**src/hdl/sarq_pkg.sv**
```systemverilog
// Shared types and constants of the shortest-arc quaternion block.
`timescale 1ns / 1ps
`default_nettype none
package sarq_pkg;

   localparam int FieldW        = 16;
   localparam int SumW          = 64;
   localparam int RootW         = 32;
   localparam int ScaleLimitBit = 60;

   typedef logic [1:0] kind_type;
   localparam kind_type KIND_SAME     = 2'd0;
   localparam kind_type KIND_OPPOSITE = 2'd1;
   localparam kind_type KIND_GENERAL  = 2'd2;

   typedef struct packed {
      logic signed [FieldW-1:0] from_x;
      logic signed [FieldW-1:0] from_y;
      logic signed [FieldW-1:0] from_z;
      logic signed [FieldW-1:0] to_x;
      logic signed [FieldW-1:0] to_y;
      logic signed [FieldW-1:0] to_z;
   } req_type;

   typedef struct packed {
      logic signed [FieldW-1:0] quat_x;
      logic signed [FieldW-1:0] quat_y;
      logic signed [FieldW-1:0] quat_z;
      logic signed [FieldW-1:0] quat_w;
      kind_type                 case_kind;
      logic                     zero_input;
   } rsp_type;

   typedef struct packed {
      req_type vec;
      logic    zero;
   } cmd_type;

   typedef enum logic [2:0] {
      N_IDLE, N_SQ, N_SCALE, N_SQRT, N_DSET, N_DIV, N_DONE
   } norm_state_type;

   typedef enum logic [3:0] {
      B_IDLE, B_NA, B_NB, B_CMP, B_NC, B_NH, B_MUL, B_RND, B_OUT
   } back_state_type;

endpackage
`default_nettype wire

```
**src/hdl/sarq_fifo.sv**
```systemverilog
// Small synchronous queue used between the pipeline parts.
`timescale 1ns / 1ps
`default_nettype none
module sarq_fifo #(
   parameter type T     = logic,
   parameter int  DEPTH = 2
) (
   input  logic clock,
   input  logic reset,
   input  logic wr_en,
   input  T     wr_data,
   output logic full,
   input  logic rd_en,
   output T     rd_data,
   output logic empty
);
   localparam int PW = $clog2(DEPTH);

   T               mem [DEPTH];
   logic [PW-1:0]  wr_ptr_ff, rd_ptr_ff;
   logic [PW:0]    count_ff;
   logic           do_wr, do_rd;

   assign full    = (count_ff == (PW+1)'(DEPTH));
   assign empty   = (count_ff == '0);
   assign do_wr   = wr_en && !full;
   assign do_rd   = rd_en && !empty;
   assign rd_data = mem[rd_ptr_ff];

   always_ff @(posedge clock) begin
      if (do_wr) begin
         mem[wr_ptr_ff] <= wr_data;
      end
   end

   always_ff @(posedge clock) begin
      if (reset) begin
         wr_ptr_ff <= '0;
         rd_ptr_ff <= '0;
         count_ff  <= '0;
      end else begin
         if (do_wr) wr_ptr_ff <= wr_ptr_ff + 1'b1;
         if (do_rd) rd_ptr_ff <= rd_ptr_ff + 1'b1;
         if (do_wr && !do_rd) count_ff <= count_ff + 1'b1;
         else if (do_rd && !do_wr) count_ff <= count_ff - 1'b1;
      end
   end
endmodule
`default_nettype wire

```
**src/hdl/sarq_front.sv**
```systemverilog
// Front end: takes vector pairs, flags zero-length inputs, queues them.
`timescale 1ns / 1ps
`default_nettype none
module sarq_front
   import sarq_pkg::*;
(
   input  logic    clock,
   input  logic    reset,
   input  logic    push,
   input  req_type req_data,
   output logic    full,
   output logic    cmd_valid,
   output cmd_type cmd,
   input  logic    cmd_pop
);
   cmd_type entry;
   logic    cmd_empty;

   always_comb begin
      entry.vec  = req_data;
      entry.zero = (req_data.from_x == '0 && req_data.from_y == '0 && req_data.from_z == '0)
                || (req_data.to_x == '0 && req_data.to_y == '0 && req_data.to_z == '0);
   end

   sarq_fifo #(.T(cmd_type), .DEPTH(2)) u_cmd_q (
      .clock   (clock),
      .reset   (reset),
      .wr_en   (push),
      .wr_data (entry),
      .full    (full),
      .rd_en   (cmd_pop),
      .rd_data (cmd),
      .empty   (cmd_empty)
   );

   assign cmd_valid = !cmd_empty;
endmodule
`default_nettype wire

```
**src/hdl/sarq_norm.sv**
```systemverilog
// Iterative vector normalizer: sum of squares, scale, bit-serial sqrt, divides.
`timescale 1ns / 1ps
`default_nettype none
module sarq_norm
   import sarq_pkg::*;
#(
   parameter int FRAC_BITS = 14,
   parameter int VW        = 17
) (
   input  logic                         clock,
   input  logic                         reset,
   input  logic                         start,
   input  logic [2:0][VW-1:0]           vec,
   output logic                         done,
   output logic [2:0][FRAC_BITS+1:0]    res
);
   localparam int W    = FRAC_BITS + 2;
   localparam int QB   = FRAC_BITS + 1;
   localparam int RW   = RootW + 2;
   localparam int CntW = $clog2(RootW);
   localparam int KW   = $clog2(ScaleLimitBit / 2 + 1);

   norm_state_type   state_ff, state_in;
   logic [VW-1:0]    mag_ff [3];
   logic [2:0]       neg_ff;
   logic [SumW-1:0]  prod_ff, sum_ff, root_ff, bit_ff, dvd_ff;
   logic [KW-1:0]    k_ff;
   logic [CntW-1:0]  cnt_ff;
   logic [1:0]       comp_ff;
   logic [RW-1:0]    rem_ff;
   logic [QB-1:0]    quo_ff;
   logic [2:0][W-1:0] res_ff;

   logic             load;
   logic [1:0]       sq_idx;
   logic [2*VW-1:0]  sq;
   logic [SumW-1:0]  num, dividend, root_bit;
   logic [RootW:0]   divisor;
   logic [RW-1:0]    trial;
   logic             take;
   logic [QB-1:0]    quo_next, quo_clamp;

   assign load     = start && (state_ff == N_IDLE || state_ff == N_DONE);
   assign sq_idx   = (cnt_ff[1:0] == 2'd3) ? 2'd0 : cnt_ff[1:0];
   assign sq       = mag_ff[sq_idx] * mag_ff[sq_idx];
   assign root_bit = root_ff + bit_ff;
   assign num      = (SumW'(mag_ff[comp_ff]) << k_ff) << FRAC_BITS;
   assign dividend = (num << 1) + root_ff;
   assign divisor  = {root_ff[RootW-1:0], 1'b0};
   assign trial    = {rem_ff[RW-2:0], dvd_ff[SumW-1]};
   assign take     = (trial >= RW'(divisor));
   assign quo_next = {quo_ff[QB-2:0], take};
   assign quo_clamp = (quo_next > (QB'(1) << FRAC_BITS)) ? (QB'(1) << FRAC_BITS) : quo_next;

   // next state
   always_comb begin
      state_in = state_ff;
      unique case (state_ff)
         N_IDLE:  if (load) state_in = N_SQ;
         N_SQ:    if (cnt_ff == CntW'(3)) state_in = N_SCALE;
         N_SCALE: begin
            if (sum_ff == '0) state_in = N_DONE;
            else if (sum_ff[SumW-1:ScaleLimitBit] != '0) state_in = N_SQRT;
         end
         N_SQRT:  if (bit_ff[0]) state_in = N_DSET;
         N_DSET:  state_in = N_DIV;
         N_DIV: begin
            if (cnt_ff == CntW'(QB-1)) state_in = (comp_ff == 2'd2) ? N_DONE : N_DSET;
         end
         N_DONE:  state_in = load ? N_SQ : N_IDLE;
         default: state_in = N_IDLE;
      endcase
   end

   // outputs
   always_comb begin
      done = (state_ff == N_DONE);
      res  = res_ff;
   end

   always_ff @(posedge clock) begin
      if (reset) state_ff <= N_IDLE;
      else       state_ff <= state_in;
   end

   always_ff @(posedge clock) begin
      if (load) begin
         for (int i = 0; i < 3; i++) begin
            mag_ff[i] <= vec[i][VW-1] ? (~vec[i] + 1'b1) : vec[i];
            neg_ff[i] <= vec[i][VW-1];
         end
         cnt_ff  <= '0;
         sum_ff  <= '0;
         k_ff    <= '0;
         comp_ff <= '0;
      end else begin
         case (state_ff)
            N_SQ: begin
               prod_ff <= SumW'(sq);
               if (cnt_ff != '0) sum_ff <= sum_ff + prod_ff;
               cnt_ff <= cnt_ff + 1'b1;
            end
            N_SCALE: begin
               if (sum_ff == '0) begin
                  res_ff <= '0;
               end else if (sum_ff[SumW-1:ScaleLimitBit] == '0) begin
                  sum_ff <= sum_ff << 2;
                  k_ff   <= k_ff + 1'b1;
               end else begin
                  root_ff <= '0;
                  bit_ff  <= SumW'(1) << (SumW - 2);
               end
            end
            N_SQRT: begin
               if (sum_ff >= root_bit) begin
                  sum_ff  <= sum_ff - root_bit;
                  root_ff <= (root_ff >> 1) + bit_ff;
               end else begin
                  root_ff <= root_ff >> 1;
               end
               bit_ff <= bit_ff >> 2;
            end
            N_DSET: begin
               dvd_ff <= dividend << (SumW - QB);
               rem_ff <= RW'(dividend >> QB);
               quo_ff <= '0;
               cnt_ff <= '0;
            end
            N_DIV: begin
               rem_ff <= take ? (trial - RW'(divisor)) : trial;
               dvd_ff <= dvd_ff << 1;
               quo_ff <= quo_next;
               cnt_ff <= cnt_ff + 1'b1;
               if (cnt_ff == CntW'(QB-1)) begin
                  res_ff[comp_ff] <= neg_ff[comp_ff] ? -W'(quo_clamp) : W'(quo_clamp);
                  comp_ff <= comp_ff + 1'b1;
               end
            end
            default: ;
         endcase
      end
   end
endmodule
`default_nettype wire

```
**src/hdl/sarq_back.sv**
```systemverilog
// Back end: sequences normalizations, case tests and the cross/dot products.
`timescale 1ns / 1ps
`default_nettype none
module sarq_back
   import sarq_pkg::*;
#(
   parameter int FRAC_BITS = 14
) (
   input  logic       clock,
   input  logic       reset,
   input  logic [9:0] tol,
   input  logic       cmd_valid,
   input  cmd_type    cmd,
   output logic       cmd_pop,
   input  logic       out_full,
   output logic       out_push,
   output rsp_type    out_data
);
   localparam int W  = FRAC_BITS + 2;
   localparam int VW = (FRAC_BITS + 3 > FieldW) ? FRAC_BITS + 3 : FieldW;
   localparam int PW = 2 * W;
   localparam int AW = 2 * W + 2;

   back_state_type       state_ff, state_in;
   req_type              vec_ff;
   logic signed [W-1:0]  f_ff [3];
   logic signed [W-1:0]  t_ff [3];
   logic signed [W-1:0]  h_ff [3];
   logic signed [W-1:0]  q_ff [4];
   kind_type             kind_ff;
   logic                 zero_ff;
   logic [3:0]           cnt_ff;
   logic signed [PW-1:0] prod_ff;
   logic signed [AW-1:0] acc_ff [4];
   logic [1:0]           pend_g_ff;
   logic                 pend_sub_ff;

   logic                 norm_start, norm_done;
   logic [2:0][VW-1:0]   norm_vec;
   logic [2:0][W-1:0]    norm_res;
   logic                 is_eq, is_opp, sel_y, sel_z;
   logic [W-1:0]         af [3];
   logic [1:0]           mul_a, mul_b, mul_g;
   logic                 mul_sub;

   function automatic logic signed [W-1:0] qround(input logic signed [AW-1:0] x);
      logic [AW-1:0] m;
      logic [AW-1:0] r;
      m = x[AW-1] ? (~x + 1'b1) : x;
      r = (m + (AW'(1) << (FRAC_BITS - 1))) >> FRAC_BITS;
      if (r > (AW'(1) << FRAC_BITS)) r = AW'(1) << FRAC_BITS;
      return x[AW-1] ? -W'(r) : W'(r);
   endfunction

   // equal / opposite tests and smallest-axis choice
   always_comb begin
      logic signed [W:0] dm, dp;
      logic [W:0]        adm, adp;
      is_eq  = 1'b1;
      is_opp = 1'b1;
      for (int i = 0; i < 3; i++) begin
         dm  = (W+1)'(f_ff[i]) - (W+1)'(t_ff[i]);
         dp  = (W+1)'(f_ff[i]) + (W+1)'(t_ff[i]);
         adm = dm[W] ? (~dm + 1'b1) : dm;
         adp = dp[W] ? (~dp + 1'b1) : dp;
         if (adm > (W+1)'(tol)) is_eq  = 1'b0;
         if (adp > (W+1)'(tol)) is_opp = 1'b0;
         af[i] = f_ff[i][W-1] ? (~f_ff[i] + 1'b1) : f_ff[i];
      end
      sel_y = af[1] < af[0];
      sel_z = (af[2] < af[1]) && (af[2] < af[0]);
   end

   // product schedule: three cross terms in pairs, then the dot product
   always_comb begin
      mul_a = 2'd0; mul_b = 2'd0; mul_g = 2'd3; mul_sub = 1'b0;
      case (cnt_ff)
         4'd0: begin mul_a = 2'd1; mul_b = 2'd2; mul_g = 2'd0; end
         4'd1: begin mul_a = 2'd2; mul_b = 2'd1; mul_g = 2'd0; mul_sub = 1'b1; end
         4'd2: begin mul_a = 2'd2; mul_b = 2'd0; mul_g = 2'd1; end
         4'd3: begin mul_a = 2'd0; mul_b = 2'd2; mul_g = 2'd1; mul_sub = 1'b1; end
         4'd4: begin mul_a = 2'd0; mul_b = 2'd1; mul_g = 2'd2; end
         4'd5: begin mul_a = 2'd1; mul_b = 2'd0; mul_g = 2'd2; mul_sub = 1'b1; end
         4'd6: begin mul_a = 2'd0; mul_b = 2'd0; end
         4'd7: begin mul_a = 2'd1; mul_b = 2'd1; end
         4'd8: begin mul_a = 2'd2; mul_b = 2'd2; end
         default: ;
      endcase
   end

   // next state
   always_comb begin
      state_in = state_ff;
      unique case (state_ff)
         B_IDLE: if (cmd_valid) state_in = cmd.zero ? B_OUT : B_NA;
         B_NA:   if (norm_done) state_in = B_NB;
         B_NB:   if (norm_done) state_in = B_CMP;
         B_CMP: begin
            if (is_eq)       state_in = B_OUT;
            else if (is_opp) state_in = B_NC;
            else             state_in = B_NH;
         end
         B_NC:   if (norm_done) state_in = B_OUT;
         B_NH:   if (norm_done) state_in = B_MUL;
         B_MUL:  if (cnt_ff == 4'd9) state_in = B_RND;
         B_RND:  state_in = B_OUT;
         B_OUT:  if (!out_full) state_in = B_IDLE;
         default: state_in = B_IDLE;
      endcase
   end

   // outputs
   always_comb begin
      cmd_pop    = (state_ff == B_IDLE) && cmd_valid;
      out_push   = (state_ff == B_OUT) && !out_full;
      norm_start = 1'b0;
      norm_vec   = '0;
      unique case (state_ff)
         B_IDLE: begin
            norm_start  = cmd_valid && !cmd.zero;
            norm_vec[0] = VW'(cmd.vec.from_x);
            norm_vec[1] = VW'(cmd.vec.from_y);
            norm_vec[2] = VW'(cmd.vec.from_z);
         end
         B_NA: begin
            norm_start  = norm_done;
            norm_vec[0] = VW'(vec_ff.to_x);
            norm_vec[1] = VW'(vec_ff.to_y);
            norm_vec[2] = VW'(vec_ff.to_z);
         end
         B_CMP: begin
            norm_start = !is_eq;
            if (is_opp) begin
               if (sel_z) begin
                  norm_vec[0] = VW'(f_ff[1]);
                  norm_vec[1] = -VW'(f_ff[0]);
               end else if (sel_y) begin
                  norm_vec[0] = -VW'(f_ff[2]);
                  norm_vec[2] = VW'(f_ff[0]);
               end else begin
                  norm_vec[1] = VW'(f_ff[2]);
                  norm_vec[2] = -VW'(f_ff[1]);
               end
            end else begin
               for (int i = 0; i < 3; i++) norm_vec[i] = VW'(f_ff[i]) + VW'(t_ff[i]);
            end
         end
         default: ;
      endcase
      out_data.quat_x     = FieldW'(q_ff[0]);
      out_data.quat_y     = FieldW'(q_ff[1]);
      out_data.quat_z     = FieldW'(q_ff[2]);
      out_data.quat_w     = FieldW'(q_ff[3]);
      out_data.case_kind  = kind_ff;
      out_data.zero_input = zero_ff;
   end

   always_ff @(posedge clock) begin
      if (reset) state_ff <= B_IDLE;
      else       state_ff <= state_in;
   end

   always_ff @(posedge clock) begin
      case (state_ff)
         B_IDLE: begin
            vec_ff  <= cmd.vec;
            zero_ff <= cmd.zero;
            kind_ff <= KIND_SAME;
            for (int i = 0; i < 3; i++) q_ff[i] <= '0;
            q_ff[3] <= W'(1) << FRAC_BITS;
         end
         B_NA: if (norm_done) for (int i = 0; i < 3; i++) f_ff[i] <= $signed(norm_res[i]);
         B_NB: if (norm_done) for (int i = 0; i < 3; i++) t_ff[i] <= $signed(norm_res[i]);
         B_CMP: begin
            if (!is_eq) kind_ff <= is_opp ? KIND_OPPOSITE : KIND_GENERAL;
            cnt_ff <= '0;
            for (int i = 0; i < 4; i++) acc_ff[i] <= '0;
         end
         B_NC: begin
            if (norm_done) begin
               for (int i = 0; i < 3; i++) q_ff[i] <= $signed(norm_res[i]);
               q_ff[3] <= '0;
            end
         end
         B_NH: if (norm_done) for (int i = 0; i < 3; i++) h_ff[i] <= $signed(norm_res[i]);
         B_MUL: begin
            prod_ff     <= PW'(f_ff[mul_a]) * PW'(h_ff[mul_b]);
            pend_g_ff   <= mul_g;
            pend_sub_ff <= mul_sub;
            if (cnt_ff != '0) begin
               acc_ff[pend_g_ff] <= pend_sub_ff ? acc_ff[pend_g_ff] - AW'(prod_ff)
                                                : acc_ff[pend_g_ff] + AW'(prod_ff);
            end
            cnt_ff <= cnt_ff + 1'b1;
         end
         B_RND: for (int i = 0; i < 4; i++) q_ff[i] <= qround(acc_ff[i]);
         default: ;
      endcase
   end

   sarq_norm #(.FRAC_BITS(FRAC_BITS), .VW(VW)) u_norm (
      .clock (clock),
      .reset (reset),
      .start (norm_start),
      .vec   (norm_vec),
      .done  (norm_done),
      .res   (norm_res)
   );
endmodule
`default_nettype wire

```
**src/hdl/shortest_arc_quaternion.sv**
```systemverilog
// Top level of the shortest-arc rotation quaternion unit.
`timescale 1ns / 1ps
`default_nettype none
// Shortest-arc rotation quaternion: for each transfer of a source and a target
// vector (any common scale, 16-bit signed) the block returns the unit quaternion
// in Q1.FRAC_BITS that turns the source onto the target, plus a case code
// (same, opposite, general) and a zero-length flag. Both sides are queues: an
// item is taken on push while full is low, a result leaves on pop while empty
// is low. The front end flags zero-length pairs and buffers up to two of them, so
// input transfers go back to back until its queue fills; a two-deep
// result queue lets the back end finish an item while the previous result waits.
// Throughput is set by the one shared normalizer (sum of squares, k = 0..30
// scaling steps, a 32-step bit-serial square root and three restoring divides
// of FRAC_BITS+1 steps); the back end works on one pair at a time.
// A same-direction pair needs two normalizations, an opposite pair three, and
// a general pair three plus nine products on one multiplier and the rounding.
// A pair with a zero-length vector goes from the front queue to the result side
// without any normalization. The eq_tolerance register (csr_wdata, reset 1) is
// written with csr_we and should only change while no item is in flight.
module shortest_arc_quaternion
   import sarq_pkg::*;
#(
   parameter int FRAC_BITS = 14
) (
   input  logic       clock,
   input  logic       reset,
   input  logic       push,
   input  req_type    req_data,
   output logic       full,
   output logic       empty,
   input  logic       pop,
   output rsp_type    rsp_data,
   input  logic       csr_we,
   input  logic [9:0] csr_wdata
);
   logic [9:0] tol_ff;
   logic       cmd_valid, cmd_pop;
   cmd_type    cmd;
   logic       out_full, out_push;
   rsp_type    out_data;

   // tolerance register for the equal / opposite tests
   always_ff @(posedge clock) begin
      if (reset)       tol_ff <= 10'd1;
      else if (csr_we) tol_ff <= csr_wdata;
   end

   sarq_front u_front (
      .clock     (clock),
      .reset     (reset),
      .push      (push),
      .req_data  (req_data),
      .full      (full),
      .cmd_valid (cmd_valid),
      .cmd       (cmd),
      .cmd_pop   (cmd_pop)
   );

   sarq_back #(.FRAC_BITS(FRAC_BITS)) u_back (
      .clock     (clock),
      .reset     (reset),
      .tol       (tol_ff),
      .cmd_valid (cmd_valid),
      .cmd       (cmd),
      .cmd_pop   (cmd_pop),
      .out_full  (out_full),
      .out_push  (out_push),
      .out_data  (out_data)
   );

   // result queue decouples the back end from the consumer
   sarq_fifo #(.T(rsp_type), .DEPTH(2)) u_rsp_q (
      .clock   (clock),
      .reset   (reset),
      .wr_en   (out_push),
      .wr_data (out_data),
      .full    (out_full),
      .rd_en   (pop),
      .rd_data (rsp_data),
      .empty   (empty)
   );
endmodule
`default_nettype wire

```
**config.mk**
```make
export PLATFORM = sky130hd
export DESIGN_NAME = shortest_arc_quaternion
export DESIGN_NICKNAME = d
export VERILOG_FILES = /design/src/hdl/sarq_pkg.sv /design/src/hdl/sarq_fifo.sv /design/src/hdl/sarq_front.sv /design/src/hdl/sarq_norm.sv /design/src/hdl/sarq_back.sv /design/src/hdl/shortest_arc_quaternion.sv
export SDC_FILE = /design/constraint.sdc
export NUM_CORES = 2
export LEC_CHECK = 0
export ABC_AREA = 0
export BUFFER_PORTS_ARGS = -buffer_cell sky130_fd_sc_hd__buf_2
export CORE_MARGIN = 3
export CORE_UTILIZATION = 26
export CTS_CLUSTER_DIAMETER = 50
export DETAILED_ROUTE_END_ITERATION = 6
export PLACE_DENSITY = 0.53
export SLEW_MARGIN = 10
export SYNTH_ARGS = -nofsm -noshare
export SYNTH_HDL_FRONTEND = slang
export SYNTH_SLANG_ARGS = --single-unit
```
**constraint.sdc**
```tcl
create_clock -name clock -period 9.6 [get_ports clock]
set_clock_uncertainty 0.05 [all_clocks]
set_input_delay 1.44 -clock clock [delete_from_list [all_inputs] [get_ports clock]]
set_output_delay 1.44 -clock clock [all_outputs]
set_load 0.01 [all_outputs]
```
---- Word level (Yosys, flattened, before mapping) ----
Memory sizes are Yosys's and may differ from the RTL's. A register that Yosys moved wholly into a read port is not among the register bits.
Index checks and enable logic that the tools add are counted.
word-level totals
  latch bits .............................. 0
  bits in registers ....................... 515
  word-level logic and storage cells ...... 408
  bits in writable memories ............... 723
  memories ................................ 8
  input bits .............................. 111
  bits in read-only memories .............. 0
  output and inout bits ................... 69
cells by class
  divide/modulo/power cells ............... 0
  muxes and demuxes ....................... 145
  equal/unequal tests ..................... 47
  $lt $le $gt $ge ......................... 18
  reduce and logical (&&, ||, !) cells .... 75
  shift operators ......................... 1
  bitwise operators ....................... 26
  add/subtract/negate cells ............... 54
  $mul .................................... 2
memories
  memory                depth  bits a word  rd ports  clocked after Yosys merged registers in  wr ports  RTL line         RTL
  u_front.u_cmd_q.mem   2      97           1         1                                        1         sarq_fifo.sv:19  T mem [DEPTH];
  u_back.acc_ff         4      34           5         1                                        4         sarq_back.sv:34  logic signed [AW-1:0] acc_ff [4];
  u_rsp_q.mem           2      67           1         1                                        1         sarq_fifo.sv:19
  u_back.q_ff           4      16           4         0                                        4         sarq_back.sv:29  logic signed [W-1:0] q_ff [4];
  u_back.u_norm.mag_ff  3      17           2         1                                        3         sarq_norm.sv:24  logic [VW-1:0] mag_ff [3];
  u_back.f_ff           3      16           4         0                                        3         sarq_back.sv:26  logic signed [W-1:0] f_ff [3];
  2 more memories       n/a    n/a          n/a       n/a                                      n/a       n/a
operators by type and width
  cell                                                  count
  2-to-1 mux 64 bit                                     9
  2-to-1 mux 16 bit                                     25
  one-hot mux 64 bit (2 select lines)                   3
  2-to-1 mux 34 bit                                     7
  2-to-1 mux 17 bit                                     13
  one-hot mux 64 bit (3 select lines)                   1
  adder 17 x 1 -> 17 bit, second input constant         9
  NOT 17 bit                                            9
  one-hot mux 51 bit (3 select lines)                   1
  adder 34 x 1 -> 34 bit, second input constant         4
  adder 34 x 14 -> 34 bit, second input constant        4
  NOT 34 bit                                            4
  > comparator 17 x 10 -> 1 bit                         6
  logical NOT 16 bit                                    6
  2-to-1 mux 48 bit                                     2
  one-hot mux 48 bit (2 select lines)                   1
  > comparator 20 x 15 -> 1 bit, second input constant  4
  one-hot mux 33 bit (2 select lines)                   1
  adder 63 x 64 -> 64 bit                               1
  adder 64 x 34 -> 64 bit                               1
  adder 64 bit                                          1
  greater-or-equal comparator 64 bit                    1
  logical NOT 64 bit                                    1
  negation 16 bit                                       4
  75 further kinds                                      250

---- Logic depth before layout (Yosys ltp) ----
An unclocked memory read counts as a cell.
  word-level depth ........................ 14
  gate-level depth with buffers ........... 36

---- Hierarchy ----
A second synthesis with hierarchy kept.
unflattened totals
  cells, all modules ...................... 10848
  area, all modules ....................... 101915.2 um^2
by module, submodules not included
  module                       seq. area each (um^2)  cells each  instances  area each (um^2)
  sarq_back                    13152.6                5431        1          48362.6
  sarq_norm                    10420.0                4792        1          40598.9
  sarq_fifo (u_front.u_cmd_q)  5925.7                 327         1          7334.5
  sarq_fifo (u_rsp_q)          4124.0                 233         1          5052.3
  shortest_arc_quaternion      200.2                  32          1          355.3
  sarq_front                   0.0                    33          1          211.5

---- Worst setup path after synthesis ----
Ideal clock, no wire load.
  path type ............................... flip-flop to flip-flop
  start point ............................. register u_back.cnt_ff[0]
  end point ............................... register u_back.prod_ff[30], data pin
  arrival time ............................ 8.616 ns
  clock period less this slack ............ 8.932 ns
  required time ........................... 9.284 ns
  setup slack ............................. 0.668 ns
  buffers on the path ..................... 3
  stages on the path, launching flop included .. 32
  cell sequence ........................... edfxtp_1 > inv_1 > ha_1 > clkbuf_1 > nor2_1 > a211oi_1 > clkbuf_1 > mux2i_1 > a21oi_1 > nand2_1 > fa_1 > fa_1 > fa_1 > inv_1 > fa_1 > fa_1 > inv_1 > fa_1 > inv_1 > ha_1 > clkbuf_1 > or2_2 > a21oi_1 > o31a_1 > a21oi_1 > and4_1 > o311ai_0 > nand2b_1 > a21oi_1 > nor2b_1 > o41ai_1 > xnor2_1
between the ends
  longest elaborated chain between the ends .. 5
  elaborated cells between the ends (all ways) .. 17
  those cells by class .................... 1 x mul; 7 x eq/ne; 2 x mux; 5 x reduce/logical; 2 x memory
RTL lines
  element                                            RTL line          RTL
  start, declared                                    sarq_back.sv:32   logic [3:0] cnt_ff;
  start signal, assigned                             sarq_back.sv:194  cnt_ff <= cnt_ff + 1'b1;
  equality test 4 bit, or another cell as far along  sarq_back.sv:77   case (cnt_ff)
  OR reduction 3 bit (no source line)                n/a
  one-hot mux 2 bit (2 select lines)                 sarq_back.sv:77
  memory (3 x 16 bit), on equally long branches      n/a
  multiplier 16 x 16 -> 32 bit (*)                   sarq_back.sv:187  prod_ff <= PW'(f_ff[mul_a]) * PW'(h_ff[mul_b]);
  end signal, assigned                               sarq_back.sv:187
  end, declared                                      sarq_back.sv:33   logic signed [PW-1:0] prod_ff;
Every way passes the cells marked *; elsewhere a longest branch is shown, timed or not.
A chain may end at the register's enable or synchronous reset.

---- Worst setup path in the final report ----
  start point ............................. register u_back.cnt_ff[0]
  end point ............................... register u_back.prod_ff[31], data pin
Same word-level chain as after synthesis.

==> results.sh <==
export IMPL_place_gp_congestion=0.9480
export IMPL_grtUsageTotal_pct=17.18
export IMPL_rows=225
export IMPL_dieArea_um2=387200
export IMPL_cts_buffers=159
export IMPL_die_x_um=622.3
export IMPL_gr_total_overflow=0
export IMPL_hold_depth=0
export IMPL_cts_sinks=1162
export IMPL_stdcell_area_um2=111700
export IMPL_final_nets=11850
export IMPL_ys_ff_latch=1162
export IMPL_cp_max_fo=10
export IMPL_regArea_um2=33840
export IMPL_grt_setup_unrepaired="no"
export IMPL_drt_iter0_markers=7788
export IMPL_grt_pass1_wl_mm=508.3
export IMPL_netlist_instances=10420
export IMPL_die_h_um=622.3
export IMPL_final_cell_count_no_fill=15710
export IMPL_final_max_slew_viol_count=0
export IMPL_max_freq_mhz=111.6
export IMPL_cts_tree="done"
export IMPL_tightest_slew_ns=1.325
export IMPL_syn_area_per_cell_um2=9.476
export IMPL_fin_crit_ns=8.958
export IMPL_fin_crit_sh_pct=93.31
export IMPL_ys_types=109
export IMPL_synth_fp_nets=11680
export IMPL_dr_pass1_iters=6
export IMPL_cp_arrival_ns=9.52
export IMPL_required_ns=10.16
export IMPL_r2r_end="u_back.prod_ff[31]"
export IMPL_num_vias=80420
export IMPL_async_flop_share_pct=0
export IMPL_syn_to_final_growth_pct=13.07
export IMPL_cts_clk_slew_worst_paths_ns=0.06
export IMPL_wirelength_mm=344.7
export IMPL_clock_latency_ns=0.86
export IMPL_slew_headroom_pct=11.03
export IMPL_io_buffers=179
export IMPL_ant_nets=0
export IMPL_grt_pass1_vias=77080
export IMPL_min_to="u_rsp_q.mem[1][42]"
export IMPL_clockBufferDepth=4
export IMPL_h_tree_depth=4
export IMPL_antenna_found_initial=11
export IMPL_fp_coreArea_um2=377000
export IMPL_viasPerCell=5.120
export IMPL_post_cts_buffers=0
export IMPL_avgRoutedWirePerCell_um=21.95
export IMPL_crit_type="flop to flop"
export IMPL_setup_tns_ns=0
export IMPL_nFillCells=39540
export IMPL_r2r_cells=27
export IMPL_cap_viol_max_count=0
export IMPL_io_pins=180
export IMPL_initial_core_util_pct=26.20
export IMPL_multi_input_area_um2=60160
export IMPL_synth_flop_cell="edfxtp_1"
export IMPL_final_common_cell="nor2_1"
export IMPL_final_cell_mix="nor2_1 (1,103), edfxtp_1 (1,055), nand2_1 (878), inv_1 (876), ha_1 (684)"
export IMPL_drc=0
export IMPL_r2r_slack_ns=0.64
export IMPL_holdCritStartpoint="u_back.q_ff[1][7]"
export IMPL_synth_area_um2=98750
export IMPL_synth_edf_count=1055
export IMPL_endpoint_kind="flop"
export IMPL_setup_viol=0
export IMPL_placed_cell_area_um2=106500
export IMPL_hpwl_mm=268.4
export IMPL_drive_above_1_share_pct=9.778
export IMPL_dp_cells=15420
export IMPL_outcome="completed"
export IMPL_yosysWarnings=0
export IMPL_cp_start_kind="flop"
export IMPL_hp_class="flop to flop"
export IMPL_grt_max_degree=79
export IMPL_reg2reg_from="u_back.cnt_ff[0]"
export IMPL_synth_seq_area_share_pct=34.25
export IMPL_finalHoldViolCount=0
export IMPL_cts_root_buf="clkbuf_16"
==> sequential cells by signal (all words and copies together) (netlist names), 32 cells and up, named ones only <==
register / flops
u_back.t_ff: 48
u_back.u_norm.rem_ff: 33
u_back.acc_ff: 136
u_back.u_norm.mag_ff: 51
u_back.u_norm.root_ff: 64
u_back.prod_ff: 32
u_rsp_q.mem: 134
u_front.u_cmd_q.mem: 194
u_back.u_norm.res: 48
u_back.u_norm.bit_ff: 32
u_back.q_ff: 64
u_back.h_ff: 48
u_back.u_norm.prod_ff: 33
u_back.f_ff: 48
u_back.vec_ff: 48
u_back.u_norm.sum_ff: 64
==> layer usage <==
layer	global-route usage, %	part of all wire (%)	vias to the layer above
met1	24.23	46	39930
met2	27.64	45	2461
met4	3.904	2.4	4
li1	-	-	37640
met3	2.477	6.5	384
met5	0	0.0078	-
==> through the flow <==
stage | utilization (%) | worst slack, ns | hold slack [ns]
2_1_floorplan | - | 0.6680 | 0.3715
5_1_grt | 29.62 | 0.01840 | 0.3959
6_report | 29.62 | 0.6418 | 0.3962
3_5_place_dp | 28.25 | 0.4693 | 0.3833
4_1_cts | 29.62 | 0.4217 | 0.3945
3_3_place_gp | 28.25 | 0.5605 | 0.3770
==> synth_stat cells (131+ instances only) <==
cell type / n / share of area (%)
nor2_1: 1111 / 4.2
edfxtp_1: 1055 / 32
nand2_1: 880 / 3.3
inv_1: 878 / 3.3
ha_1: 685 / 8.7
a21oi_1: 549 / 2.8
xnor2_1: 483 / 4.3
o21ai_0: 478 / 2.4
fa_1: 466 / 9.4
clkbuf_1: 364 / 1.4
xor2_1: 271 / 2.4
mux2i_1: 248 / 2.5
nor3_1: 205 / 1.0
nand3_1: 197 / 1.0
a21o_1: 165 / 1.3
mux2_2: 140 / 1.6
a211oi_1: 131 / 1.0
==> how the worst max path moves through the flow <==
stage / to / from / cells after the start
2_1_floorplan: u_back.prod_ff[30] / u_back.cnt_ff[0] / 31
3_3_place_gp: u_back.prod_ff[31] / u_back.cnt_ff[0] / 27
3_5_place_dp: u_back.prod_ff[31] / u_back.cnt_ff[0] / 27
4_1_cts: u_back.prod_ff[31] / u_back.cnt_ff[0] / 27
5_1_grt: u_back.prod_ff[30] / u_back.cnt_ff[0] / 30
6_report: u_back.prod_ff[31] / u_back.cnt_ff[0] / 27
==> logic make-up after synthesis <==
family / after synthesis / synth area share (%)
AND/OR/NAND/NOR: 3377 / 16.22
AO/OA/AOI/OAI: 2224 / 14.68
buffers and inverters: 1326 / 5.074
flip-flops: 1162 / 34.25
adder cells (fa/ha/maj): 1154 / 18.16
XOR/XNOR: 756 / 6.733
multiplexers: 422 / 4.886
==> worst max-delay path: stages, from the launching register on <==
cell and delay, ns:
edfxtp_1 0.45, inv_1 0.12, ha_1 0.35, nor2_1 0.12
a211oi_4 0.68, buf_4 0.28, mux2i_1 0.11, o21ai_1 0.62
nand2b_1 0.22, inv_1 0.16, fa_1 0.50, fa_2 0.81
fa_1 0.47, fa_1 0.48, fa_1 0.55, inv_1 0.06
fa_1 0.58, inv_1 0.07, ha_1 0.38, and3_1 0.21
a21oi_1 0.12, o21ai_0 0.17, o41ai_1 0.42, o21ai_0 0.20
o21ai_0 0.19, nand2b_1 0.07, a21oi_1 0.17, xnor2_1 0.08
==> area by class of cell <==
cell class	instances	area share [%]
clock inverter	97	0.9592
sequential	1162	30.30
antenna	4	0.008965
timing repair buffer	437	2.582
tap	4994	5.596
inverter	893	3.003
multi-input combinational	7933	53.88
clock buffer	186	3.663
==> repair_timing <==
item	4_1_cts	5_1_grt
resized for setup	0	2
endpoints found under the setup margin	0	2
hold buffers	0	0
Power is not shown: default switching activity piles up to over one toggle a cycle in this logic, so the estimate is an artifact.
